`src/rtl/capture_period_frequency_meter_assert.svh`:
```
// Assertion macros shared by the frequency meter's RTL modules.
// Every macro samples on clock and is disabled while reset is high.
`ifndef CAPTURE_PERIOD_FREQUENCY_METER_ASSERT_SVH
`define CAPTURE_PERIOD_FREQUENCY_METER_ASSERT_SVH

// Condition holds at every sampled edge.
`define CPFM_ASSERT_ALWAYS(label, cond, msg) \
   label: assert property (@(posedge clock) disable iff (reset) (cond)) else $error(msg);

// Consequent holds in the same cycle as the antecedent.
`define CPFM_ASSERT_SAME(label, ante, cons, msg) \
   label: assert property (@(posedge clock) disable iff (reset) (ante) |-> (cons)) \
      else $error(msg);

// Consequent holds in the cycle after the antecedent.
`define CPFM_ASSERT_NEXT(label, ante, cons, msg) \
   label: assert property (@(posedge clock) disable iff (reset) (ante) |=> (cons)) \
      else $error(msg);

`endif

```
`src/rtl/cpfm_pkg.sv`:
```
// Shared constants and controller/datapath interface types for the
// capture period frequency meter. No dependencies.
package cpfm_pkg;

   localparam int CAP_W             = 16;
   localparam int FREQ_W            = 32;
   localparam int AVG_COUNT_DEFAULT = 100;

   localparam logic [CAP_W-1:0]  WRAP_TOP       = 16'hFFFF;
   localparam logic [FREQ_W-1:0] CLOCK_HZ_RESET = 32'd168000000;

   // Response payload layout
   localparam int RSP_DATA_W = CAP_W + 2 * FREQ_W;
   localparam int RSP_USER_W = 2;

   typedef struct packed {
      logic store_first;   // latch first capture of a pair
      logic start_pair;    // latch period, load divider with clock_hz / period
      logic div_step;      // one restoring divider iteration
      logic finish_pair;   // take frequency, update window, maybe load the mean
      logic mean_step;     // one multiply-accumulate step of the window mean
      logic finish_avg;    // take window mean from the accumulator
      logic load_out;      // move result into the response register
   } cmd_type;

   typedef struct packed {
      logic pending;       // first capture held, waiting for the second
      logic steps_done;    // iteration count exhausted
      logic window_end;    // this pair completes the averaging window
      logic out_free;      // response register can take a new transaction
   } status_type;

endpackage

```
`src/rtl/capture_period_frequency_meter.sv`:
```
// Top level of the capture period frequency meter: sequencer plus datapath.
// Depends on cpfm_pkg, cpfm_ctrl and cpfm_dp.
//
//   channel | direction | payload
//   req_*   | in        | tdata[15:0] capture_value
//   rsp_*   | out       | tdata period_ticks, frequency, average_frequency;
//           |           | tuser zero_period, average_valid
//   csr_*   | in        | wdata[31:0] clock_hz, written when csr_we is high
//
// A first capture of a pair is stored. A second capture loads the divider,
// runs 32 radix-2 divider iterations, adds the frequency to the window and
// loads the response. The pair that closes a window adds the mean: three
// multiply-accumulate steps by the reciprocal of AVG_COUNT and one to take it.
// Synchronous reset; clock_hz returns to 168000000. A stalled response holds
// while first captures are still taken; the next pair waits after its divide.
module capture_period_frequency_meter #(
   parameter int AVG_COUNT = cpfm_pkg::AVG_COUNT_DEFAULT
) (
   input  logic                                clock,
   input  logic                                reset,
   input  logic                                csr_we,
   input  logic [cpfm_pkg::FREQ_W-1:0]         csr_wdata,    // clock_hz
   input  logic                                req_tvalid,
   output logic                                req_tready,
   input  logic [cpfm_pkg::CAP_W-1:0]          req_tdata,    // capture_value
   output logic                                rsp_tvalid,
   input  logic                                rsp_tready,
   // period_ticks [15:0], frequency [47:16], average_frequency [79:48]
   output logic [cpfm_pkg::RSP_DATA_W-1:0]     rsp_tdata,
   // zero_period [0], average_valid [1]
   output logic [cpfm_pkg::RSP_USER_W-1:0]     rsp_tuser
);

   cpfm_pkg::cmd_type    cmd;
   cpfm_pkg::status_type sts;

   cpfm_ctrl u_ctrl (
      .clock      (clock),
      .reset      (reset),
      .req_tvalid (req_tvalid),
      .req_tready (req_tready),
      .sts        (sts),
      .cmd        (cmd)
   );

   cpfm_dp #(
      .AVG_COUNT (AVG_COUNT)
   ) u_dp (
      .clock      (clock),
      .reset      (reset),
      .csr_we     (csr_we),
      .csr_wdata  (csr_wdata),
      .req_tdata  (req_tdata),
      .rsp_tvalid (rsp_tvalid),
      .rsp_tready (rsp_tready),
      .rsp_tdata  (rsp_tdata),
      .rsp_tuser  (rsp_tuser),
      .cmd        (cmd),
      .sts        (sts)
   );

endmodule

```
`src/rtl/cpfm_ctrl.sv`:
```
// Sequencer for the frequency meter: accepts captures, runs the divide and
// mean passes and hands results to the response register. Uses cpfm_pkg.
`include "capture_period_frequency_meter_assert.svh"

module cpfm_ctrl (
   input  logic                   clock,
   input  logic                   reset,
   input  logic                   req_tvalid,
   output logic                   req_tready,
   input  cpfm_pkg::status_type   sts,
   output cpfm_pkg::cmd_type      cmd
);

   typedef enum logic [3:0] {
      ST_IDLE = 4'b0001,
      ST_FDIV = 4'b0010,
      ST_MEAN = 4'b0100,
      ST_WAIT = 4'b1000
   } state_type;

   state_type state_ff, state_in;
   logic      fdiv_busy;
   logic      mean_busy;
   logic      quiet_state;

   always_comb begin
      state_in   = state_ff;
      cmd        = '0;
      req_tready = 1'b0;
      unique case (state_ff)
         ST_IDLE: begin
            req_tready = 1'b1;
            if (req_tvalid) begin
               if (sts.pending) begin
                  cmd.start_pair = 1'b1;
                  state_in       = ST_FDIV;
               end else begin
                  cmd.store_first = 1'b1;
               end
            end
         end
         ST_FDIV: begin
            if (!sts.steps_done) begin
               cmd.div_step = 1'b1;
            end else begin
               cmd.finish_pair = 1'b1;
               state_in        = sts.window_end ? ST_MEAN : ST_WAIT;
            end
         end
         ST_MEAN: begin
            if (!sts.steps_done) begin
               cmd.mean_step = 1'b1;
            end else begin
               cmd.finish_avg = 1'b1;
               state_in       = ST_WAIT;
            end
         end
         ST_WAIT: begin
            // hold until the response register is free
            if (sts.out_free) begin
               cmd.load_out = 1'b1;
               state_in     = ST_IDLE;
            end
         end
         default: begin
            state_in = ST_IDLE;
         end
      endcase
   end

   always_ff @(posedge clock) begin
      if (reset) begin
         state_ff <= ST_IDLE;
      end else begin
         state_ff <= state_in;
      end
   end

   assign fdiv_busy   = (state_ff == ST_FDIV) && !sts.steps_done;
   assign mean_busy   = (state_ff == ST_MEAN) && !sts.steps_done;
   assign quiet_state = (state_ff == ST_IDLE) || (state_ff == ST_WAIT);

   `CPFM_ASSERT_NEXT(a_start_runs_divider, cmd.start_pair, fdiv_busy, "divide not started")
   `CPFM_ASSERT_NEXT(a_window_mean, cmd.finish_pair && sts.window_end, mean_busy, "no mean pass")
   `CPFM_ASSERT_SAME(a_idle_divider_quiet, quiet_state, sts.steps_done, "busy outside a pass")

endmodule

```
`src/rtl/cpfm_dp.sv`:
```
// Datapath of the frequency meter: capture and period registers, restoring
// divider, reciprocal multiplier for the window mean, window accumulator and
// response register. Uses cpfm_pkg.
`include "capture_period_frequency_meter_assert.svh"

module cpfm_dp #(
   parameter int AVG_COUNT = cpfm_pkg::AVG_COUNT_DEFAULT
) (
   input  logic                                clock,
   input  logic                                reset,
   input  logic                                csr_we,
   input  logic [cpfm_pkg::FREQ_W-1:0]         csr_wdata,
   input  logic [cpfm_pkg::CAP_W-1:0]          req_tdata,
   output logic                                rsp_tvalid,
   input  logic                                rsp_tready,
   output logic [cpfm_pkg::RSP_DATA_W-1:0]     rsp_tdata,
   output logic [cpfm_pkg::RSP_USER_W-1:0]     rsp_tuser,
   input  cpfm_pkg::cmd_type                   cmd,
   output cpfm_pkg::status_type                sts
);

   localparam int CAP_W  = cpfm_pkg::CAP_W;
   localparam int FREQ_W = cpfm_pkg::FREQ_W;
   localparam int LOG_N  = $clog2(AVG_COUNT);
   localparam int SUM_W  = FREQ_W + LOG_N;
   localparam int CNT_W  = $clog2(AVG_COUNT + 1);
   localparam int DV_W   = CAP_W;
   localparam int STEP_W = $clog2(FREQ_W + 1);
   localparam int FREQ_SHIFT = SUM_W - FREQ_W;
   // floor(x / AVG_COUNT) equals (x * RECIP) >> RECIP_SHIFT for every x below 2**SUM_W;
   // the product is built 16 bits of RECIP per cycle, lowest digit first
   localparam int RECIP_SHIFT = SUM_W + LOG_N;
   localparam int MUL_STEPS   = (SUM_W + 1 + 15) / 16;
   localparam int RECIP_W     = 16 * MUL_STEPS;
   localparam int ACC_W       = SUM_W + 16;
   localparam int MEAN_SHIFT  = RECIP_SHIFT - 16 * (MUL_STEPS - 1);
   localparam logic [63:0] RECIP_FULL =
      ((64'd1 << RECIP_SHIFT) + 64'(AVG_COUNT) - 64'd1) / 64'(AVG_COUNT);
   localparam logic [RECIP_W-1:0] RECIP     = RECIP_W'(RECIP_FULL);
   localparam logic [CNT_W-1:0]   LAST_PAIR = CNT_W'(AVG_COUNT - 1);

   logic [FREQ_W-1:0] clock_ff, clock_in;
   logic              pending_ff, pending_in;
   logic [CAP_W-1:0]  first_ff, first_in;
   logic [CAP_W-1:0]  period_ff, period_in;
   logic              zero_ff, zero_in;
   logic [CNT_W-1:0]  count_ff, count_in;
   logic [SUM_W-1:0]  sum_ff, sum_in;
   logic [SUM_W-1:0]  quo_ff, quo_in;
   logic [DV_W-1:0]   rem_ff, rem_in;
   logic [DV_W-1:0]   dvs_ff, dvs_in;
   logic [STEP_W-1:0] steps_ff, steps_in;
   logic [ACC_W-1:0]  acc_ff, acc_in;
   logic [RECIP_W-1:0] recip_ff, recip_in;
   logic [FREQ_W-1:0] freq_ff, freq_in;
   logic [FREQ_W-1:0] avg_ff, avg_in;
   logic              avg_valid_ff, avg_valid_in;
   logic              rsp_valid_ff, rsp_valid_in;
   logic [cpfm_pkg::RSP_DATA_W-1:0] rsp_data_ff, rsp_data_in;
   logic [cpfm_pkg::RSP_USER_W-1:0] rsp_user_ff, rsp_user_in;

   logic [CAP_W-1:0]  period_calc;
   logic [FREQ_W-1:0] freq_calc;
   logic [SUM_W-1:0]  sum_next;
   logic [DV_W:0]     rem_shift;
   logic [DV_W:0]     rem_trial;
   logic              quo_bit;
   logic [ACC_W-1:0]  mul_part;
   logic              any_step;
   logic              window_close;
   logic              window_clear;

   // wrap-corrected distance between the stored and the incoming capture
   always_comb begin
      if (req_tdata < first_ff) begin
         period_calc = (cpfm_pkg::WRAP_TOP - first_ff) + req_tdata;
      end else begin
         period_calc = req_tdata - first_ff;
      end
   end

   assign freq_calc = zero_ff ? '0 : quo_ff[FREQ_W-1:0];
   assign sum_next  = sum_ff + SUM_W'(freq_calc);
   assign rem_shift = {rem_ff, quo_ff[SUM_W-1]};
   assign rem_trial = rem_shift - {1'b0, dvs_ff};
   assign quo_bit   = !rem_trial[DV_W];
   // window total times one 16-bit digit of the reciprocal
   assign mul_part  = ACC_W'(quo_ff) * ACC_W'(recip_ff[15:0]);

   always_comb begin
      clock_in     = csr_we ? csr_wdata : clock_ff;
      pending_in   = pending_ff;
      first_in     = first_ff;
      period_in    = period_ff;
      zero_in      = zero_ff;
      count_in     = count_ff;
      sum_in       = sum_ff;
      quo_in       = quo_ff;
      rem_in       = rem_ff;
      dvs_in       = dvs_ff;
      steps_in     = steps_ff;
      acc_in       = acc_ff;
      recip_in     = recip_ff;
      freq_in      = freq_ff;
      avg_in       = avg_ff;
      avg_valid_in = avg_valid_ff;
      rsp_valid_in = rsp_valid_ff && !rsp_tready;
      rsp_data_in  = rsp_data_ff;
      rsp_user_in  = rsp_user_ff;

      if (cmd.store_first) begin
         first_in   = req_tdata;
         pending_in = 1'b1;
      end

      if (cmd.start_pair) begin
         pending_in = 1'b0;
         period_in  = period_calc;
         zero_in    = (period_calc == '0);
         // numerator in the top bits so that the low FREQ_W bits end as quotient
         quo_in     = SUM_W'(clock_ff) << FREQ_SHIFT;
         rem_in     = '0;
         dvs_in     = DV_W'(period_calc);
         steps_in   = STEP_W'(FREQ_W);
      end

      if (cmd.div_step) begin
         rem_in   = quo_bit ? rem_trial[DV_W-1:0] : rem_shift[DV_W-1:0];
         quo_in   = {quo_ff[SUM_W-2:0], quo_bit};
         steps_in = steps_ff - 1'b1;
      end

      if (cmd.finish_pair) begin
         freq_in = freq_calc;
         if (sts.window_end) begin
            avg_valid_in = 1'b1;
            // hold the window total in the quotient register for the mean
            quo_in       = sum_next;
            acc_in       = '0;
            recip_in     = RECIP;
            steps_in     = STEP_W'(MUL_STEPS);
            sum_in       = '0;
            count_in     = '0;
         end else begin
            avg_valid_in = 1'b0;
            avg_in       = '0;
            sum_in       = sum_next;
            count_in     = count_ff + 1'b1;
         end
      end

      if (cmd.mean_step) begin
         // drop the finished low digit, add the next partial product
         acc_in   = (acc_ff >> 16) + mul_part;
         recip_in = recip_ff >> 16;
         steps_in = steps_ff - 1'b1;
      end

      if (cmd.finish_avg) begin
         avg_in = acc_ff[MEAN_SHIFT +: FREQ_W];
      end

      if (cmd.load_out) begin
         rsp_valid_in = 1'b1;
         rsp_data_in  = {avg_ff, freq_ff, period_ff};
         rsp_user_in  = {avg_valid_ff, zero_ff};
      end
   end

   always_ff @(posedge clock) begin
      if (reset) begin
         clock_ff     <= cpfm_pkg::CLOCK_HZ_RESET;
         pending_ff   <= 1'b0;
         first_ff     <= '0;
         count_ff     <= '0;
         sum_ff       <= '0;
         steps_ff     <= '0;
         rsp_valid_ff <= 1'b0;
      end else begin
         clock_ff     <= clock_in;
         pending_ff   <= pending_in;
         first_ff     <= first_in;
         count_ff     <= count_in;
         sum_ff       <= sum_in;
         steps_ff     <= steps_in;
         rsp_valid_ff <= rsp_valid_in;
      end
   end

   always_ff @(posedge clock) begin
      period_ff    <= period_in;
      zero_ff      <= zero_in;
      quo_ff       <= quo_in;
      rem_ff       <= rem_in;
      dvs_ff       <= dvs_in;
      acc_ff       <= acc_in;
      recip_ff     <= recip_in;
      freq_ff      <= freq_in;
      avg_ff       <= avg_in;
      avg_valid_ff <= avg_valid_in;
      rsp_data_ff  <= rsp_data_in;
      rsp_user_ff  <= rsp_user_in;
   end

   assign sts.pending    = pending_ff;
   assign sts.steps_done = (steps_ff == '0);
   assign sts.window_end = (count_ff == LAST_PAIR);
   assign sts.out_free   = !rsp_valid_ff || rsp_tready;

   assign rsp_tvalid = rsp_valid_ff;
   assign rsp_tdata  = rsp_data_ff;
   assign rsp_tuser  = rsp_user_ff;

   assign any_step     = cmd.div_step || cmd.mean_step;
   assign window_close = cmd.finish_pair && sts.window_end;
   assign window_clear = (sum_ff == '0) && (count_ff == '0);

   `CPFM_ASSERT_ALWAYS(a_count_in_window, count_ff <= LAST_PAIR, "pair count beyond window")
   `CPFM_ASSERT_SAME(a_step_needs_count, any_step, steps_ff != '0, "step count exhausted")
   `CPFM_ASSERT_NEXT(a_window_clears_sum, window_close, window_clear, "window state not cleared")

endmodule

```
`config.mk`:
```
export PLATFORM = sky130hd
export DESIGN_NAME = capture_period_frequency_meter
export DESIGN_NICKNAME = d
export VERILOG_FILES = /design/src/rtl/cpfm_pkg.sv /design/src/rtl/capture_period_frequency_meter.sv /design/src/rtl/cpfm_ctrl.sv /design/src/rtl/cpfm_dp.sv
export VERILOG_INCLUDE_DIRS = /design/src /design/src/rtl
export SDC_FILE = /design/constraint.sdc
export NUM_CORES = 2
export LEC_CHECK = 0
export ABC_AREA = 1
export BUFFER_PORTS_ARGS = -buffer_cell sky130_fd_sc_hd__buf_4
export CORE_MARGIN = 2
export CORE_UTILIZATION = 25
export DETAILED_ROUTE_END_ITERATION = 7
export GPL_TIMING_DRIVEN = 0
export HOLD_SLACK_MARGIN = 0.02
export PLACE_DENSITY = 0.47
export SETUP_SLACK_MARGIN = 0.1
export SYNTH_ARGS = -nofsm -noshare
export SYNTH_HDL_FRONTEND = slang
export SYNTH_SLANG_ARGS = --single-unit
```
`constraint.sdc`:
```
create_clock -name clock -period 6.5 [get_ports clock]
set_clock_uncertainty 0.1 [all_clocks]
set_input_delay 0.325 -clock clock [delete_from_list [all_inputs] [get_ports clock]]
set_output_delay 0.325 -clock clock [all_outputs]
set_load 0.05 [all_outputs]
```
==> impl_metrics.toml <==
[setup_path]
crit_slowest_cell = "fa_1"
worstSetupPathType = "reg -> reg"
endpoint_kind = "flip-flop"
critPathRequiredTime_ns = 6.75
path_delay_family = "adder cells"
cp_num_buf_inv = 9
cp_max_fo = 10
max_stage_delay_ns = 0.56
start_kind = "flip-flop"
cpMostUsedCell = "fa_1"
crit_arrival_ns = 6.52

[global_route]
use_met2_pct = 27.6
grt-ovfl-total = 0
busiest_layer = "met2"
grt_pass1_wl_um = 197000
grt_pass1_vias = 31450
grt_usage_pct = 16.8
grtUsageMet1_pct = 22.8
grtUsageMet3_pct = 2.50
antenna_found_initial = 0
grt_start_max_net_pins = 33

[floorplanning]
ios = 137
die_h_um = 394
core.rowCount = 143
dieArea_um2 = 155000
initial_utilization_pct = 25.1
core_um2 = 151000
die_w_um = 394

[yosys]
synthAdderAreaFrac_pct = 34.1
synthesis.area_um2 = 38000
synth-seq-area-share_pct = 25.9
synth.avg_cell_area_um2 = 8.11
yosys-top-cells-area = "fa_1 26%, edfxtp_1 18%, inv_1 11%"
synth_compound_area_share_pct = 8.70
synth-edff-count = 230
synth_cells = 4685
ys_seq_elements = 376
yosysWarnings = 0
yosys.area_share.simple_pct = 17.4
synthFlopType = "edfxtp_1"
synth_top_family_by_area = "adder cells"
netlist-cell-type-count = 51
synth_xor_area_share_pct = 1.41
synth_top_area_share_pct = 25.6
syn-num-nets = 5481
async_flop_share_pct = 0
synth_mux_area_share_pct = 0
yosys.area.top_type = "fa_1"

[clocking]
htreeDepth = 2
cts.clk_slew.worst_paths_ns = 0.06
clk_latency_ns = 0.64
tritoncts = "done"
clockBufferDepth = 3
clock_sinks = 376
clockRootBuffer = "clkbuf_16"
numCtsBuffers = 46

[routing]
drt-total-wl_um = 132000
first_pass_iters = 6
drtIter0Drc = 1923
viasPerCell = 4.40
route.detailed.wl_per_inst_um = 18.8
route.detailed.drc = 0
num_vias = 30858
ant_nets = 0

[finish]
drive_gt1_share_pct = 11.2
instances_no_fill = 7012
final_common_cell = "inv_1"
final.fill_count = 16399
areaGrowthSynthToFinish_pct = 18.3
mostFrequentLayoutCells = "1098 x inv_1, 913 x nand2_1, 482 x fa_1, 373 x nor2_1, 230 x edfxtp_1"
num-nets-final = 5740

[timing]
setup_violations = 0
relSlewSlack_pct = 38.0
slew_violations = 0
rsz0062_at_grt = "true"
fmax_mhz = 160
hold_viol_final = 0
period_minus_slack_ns = 6.27
holdWs_ns = 0.271
finalCritPeriodShare_pct = 96.4
worst_pin_slew_ns = 0.931

[placed_design]
place_congestion = 0.932
placedCellCount = 6856
hpwl_um = 112000
portBuffers = 135

[outcome]
status = "finished clean"

[hold_path]
min_path_type = "in -> reg"

[flow_run]
cap_violations = 0
-- kinds of logic after synthesis --
kind of cell             count (synthesis)
buffers and inverters                 1261
XOR/XNOR                                61
AND/OR/NAND/NOR                       1637
AO/OA/AOI/OAI                          607
flip-flops                             376
adder cells (fa/ha/maj)                743
-- registers in the layout (all words and copies together) (netlist names) --
register,cells
u_dp.rem_ff,16
u_dp.count_ff,7
u_dp.avg_valid_ff,1
u_dp.quo_ff,39
u_dp.steps_ff,6
u_dp.avg_ff,32
u_dp.zero_ff,1
u_dp.clock_ff,32
u_dp.freq_ff,32
u_dp.sum_ff,39
u_dp.pending_ff,1
u_dp.rsp_tdata,80
u_dp.rsp_tuser,2
u_dp.first_ff,16
u_dp.acc_ff,41
u_dp.recip_ff,10
u_dp.rsp_tvalid,1
u_ctrl.state_ff,4
u_dp.period_ff,16
-- synthesized netlist by cell type, drive strengths merged, types with 5 or more instances --
cell type  instances
a31oi             12
nor2             420
a21boi             5
a211oi             7
nand3            161
o21a               8
nor4               8
nor3              31
xnor2             13
o22ai              5
nand3b            10
xor2              48
o21ai            234
buf               36
inv             1132
clkbuf            91
o211ai            17
a21o               7
nand4             18
o21bai            38
a21oi            264
edfxtp           230
or2                7
ha               257
dfxtp            146
fa               486
nand2            973
-- worst min-delay path, stage by stage --
cell      delay [ns]
buf_4           0.18
clkbuf_1        0.21
o21ai_0         0.19
nor2_1          0.04
-- routing by layer --
metal  routed length (um)  share of wire [%]
met3                 7130                5.4
met4                 3800                2.9
met2                61200                 46
met1                59700                 45
met5                    0                  0
-- through the flow --
| step | worst slack [ns] | setup TNS, ns | util (%) | cell area, um^2 |
|---|---|---|---|---|
| after floorplan | 0.692 | 0 | - | 38000 |
| after global placement | -1.76 | -202.88 | 27.4 | 41500 |
| after detailed placement | -1.80 | -62.69 | 27.5 | 41700 |
| after CTS | 0.0962 | 0 | 29.1 | 44100 |
| after global routing | 0.0129 | 0 | 29.7 | 44900 |
| final | 0.234 | 0 | 29.7 | 44900 |
-- path summary, 6_finish.rpt --
kind              slack [ns]  cells after the start                  to              start
setup / recovery        0.23                     25     u_dp.acc_ff[50]  u_dp.recip_ff[15]
setup reg to reg        0.23                     25     u_dp.acc_ff[50]  u_dp.recip_ff[15]
hold / removal          0.27                      4   u_dp.clock_ff[22]             csr_we
hold reg to reg         0.31                      0  u_dp.rsp_tdata[70]    u_dp.avg_ff[22]
-- what timing repair did --
action,in CTS,in global routing
gates resized for setup,146,240
endpoints found under the hold margin,50,0
cloned,0,1
setup endpoints to repair,41,39
setup buffers,0,18
pin swaps,2,37
hold buffers,52,0
-- final cells by class --
| class | count | area, um^2 | area share (%) |
|---|---|---|---|
| diodes | 1 | 2.50 | 0.00557 |
| plain buffers | 126 | 754 | 1.68 |
| clock inverters | 30 | 290 | 0.646 |
| inverters | 1134 | 4270 | 9.49 |
| multi-input cells | 3048 | 24200 | 53.9 |
| well taps | 2030 | 2540 | 5.65 |
| flip-flops and latches | 376 | 9830 | 21.9 |
| repair buffers | 212 | 1800 | 4.01 |
| clock buffers | 55 | 1220 | 2.71 |
Power is not shown: default switching activity piles up to over one toggle a cycle in this logic, so the estimate is an artifact.
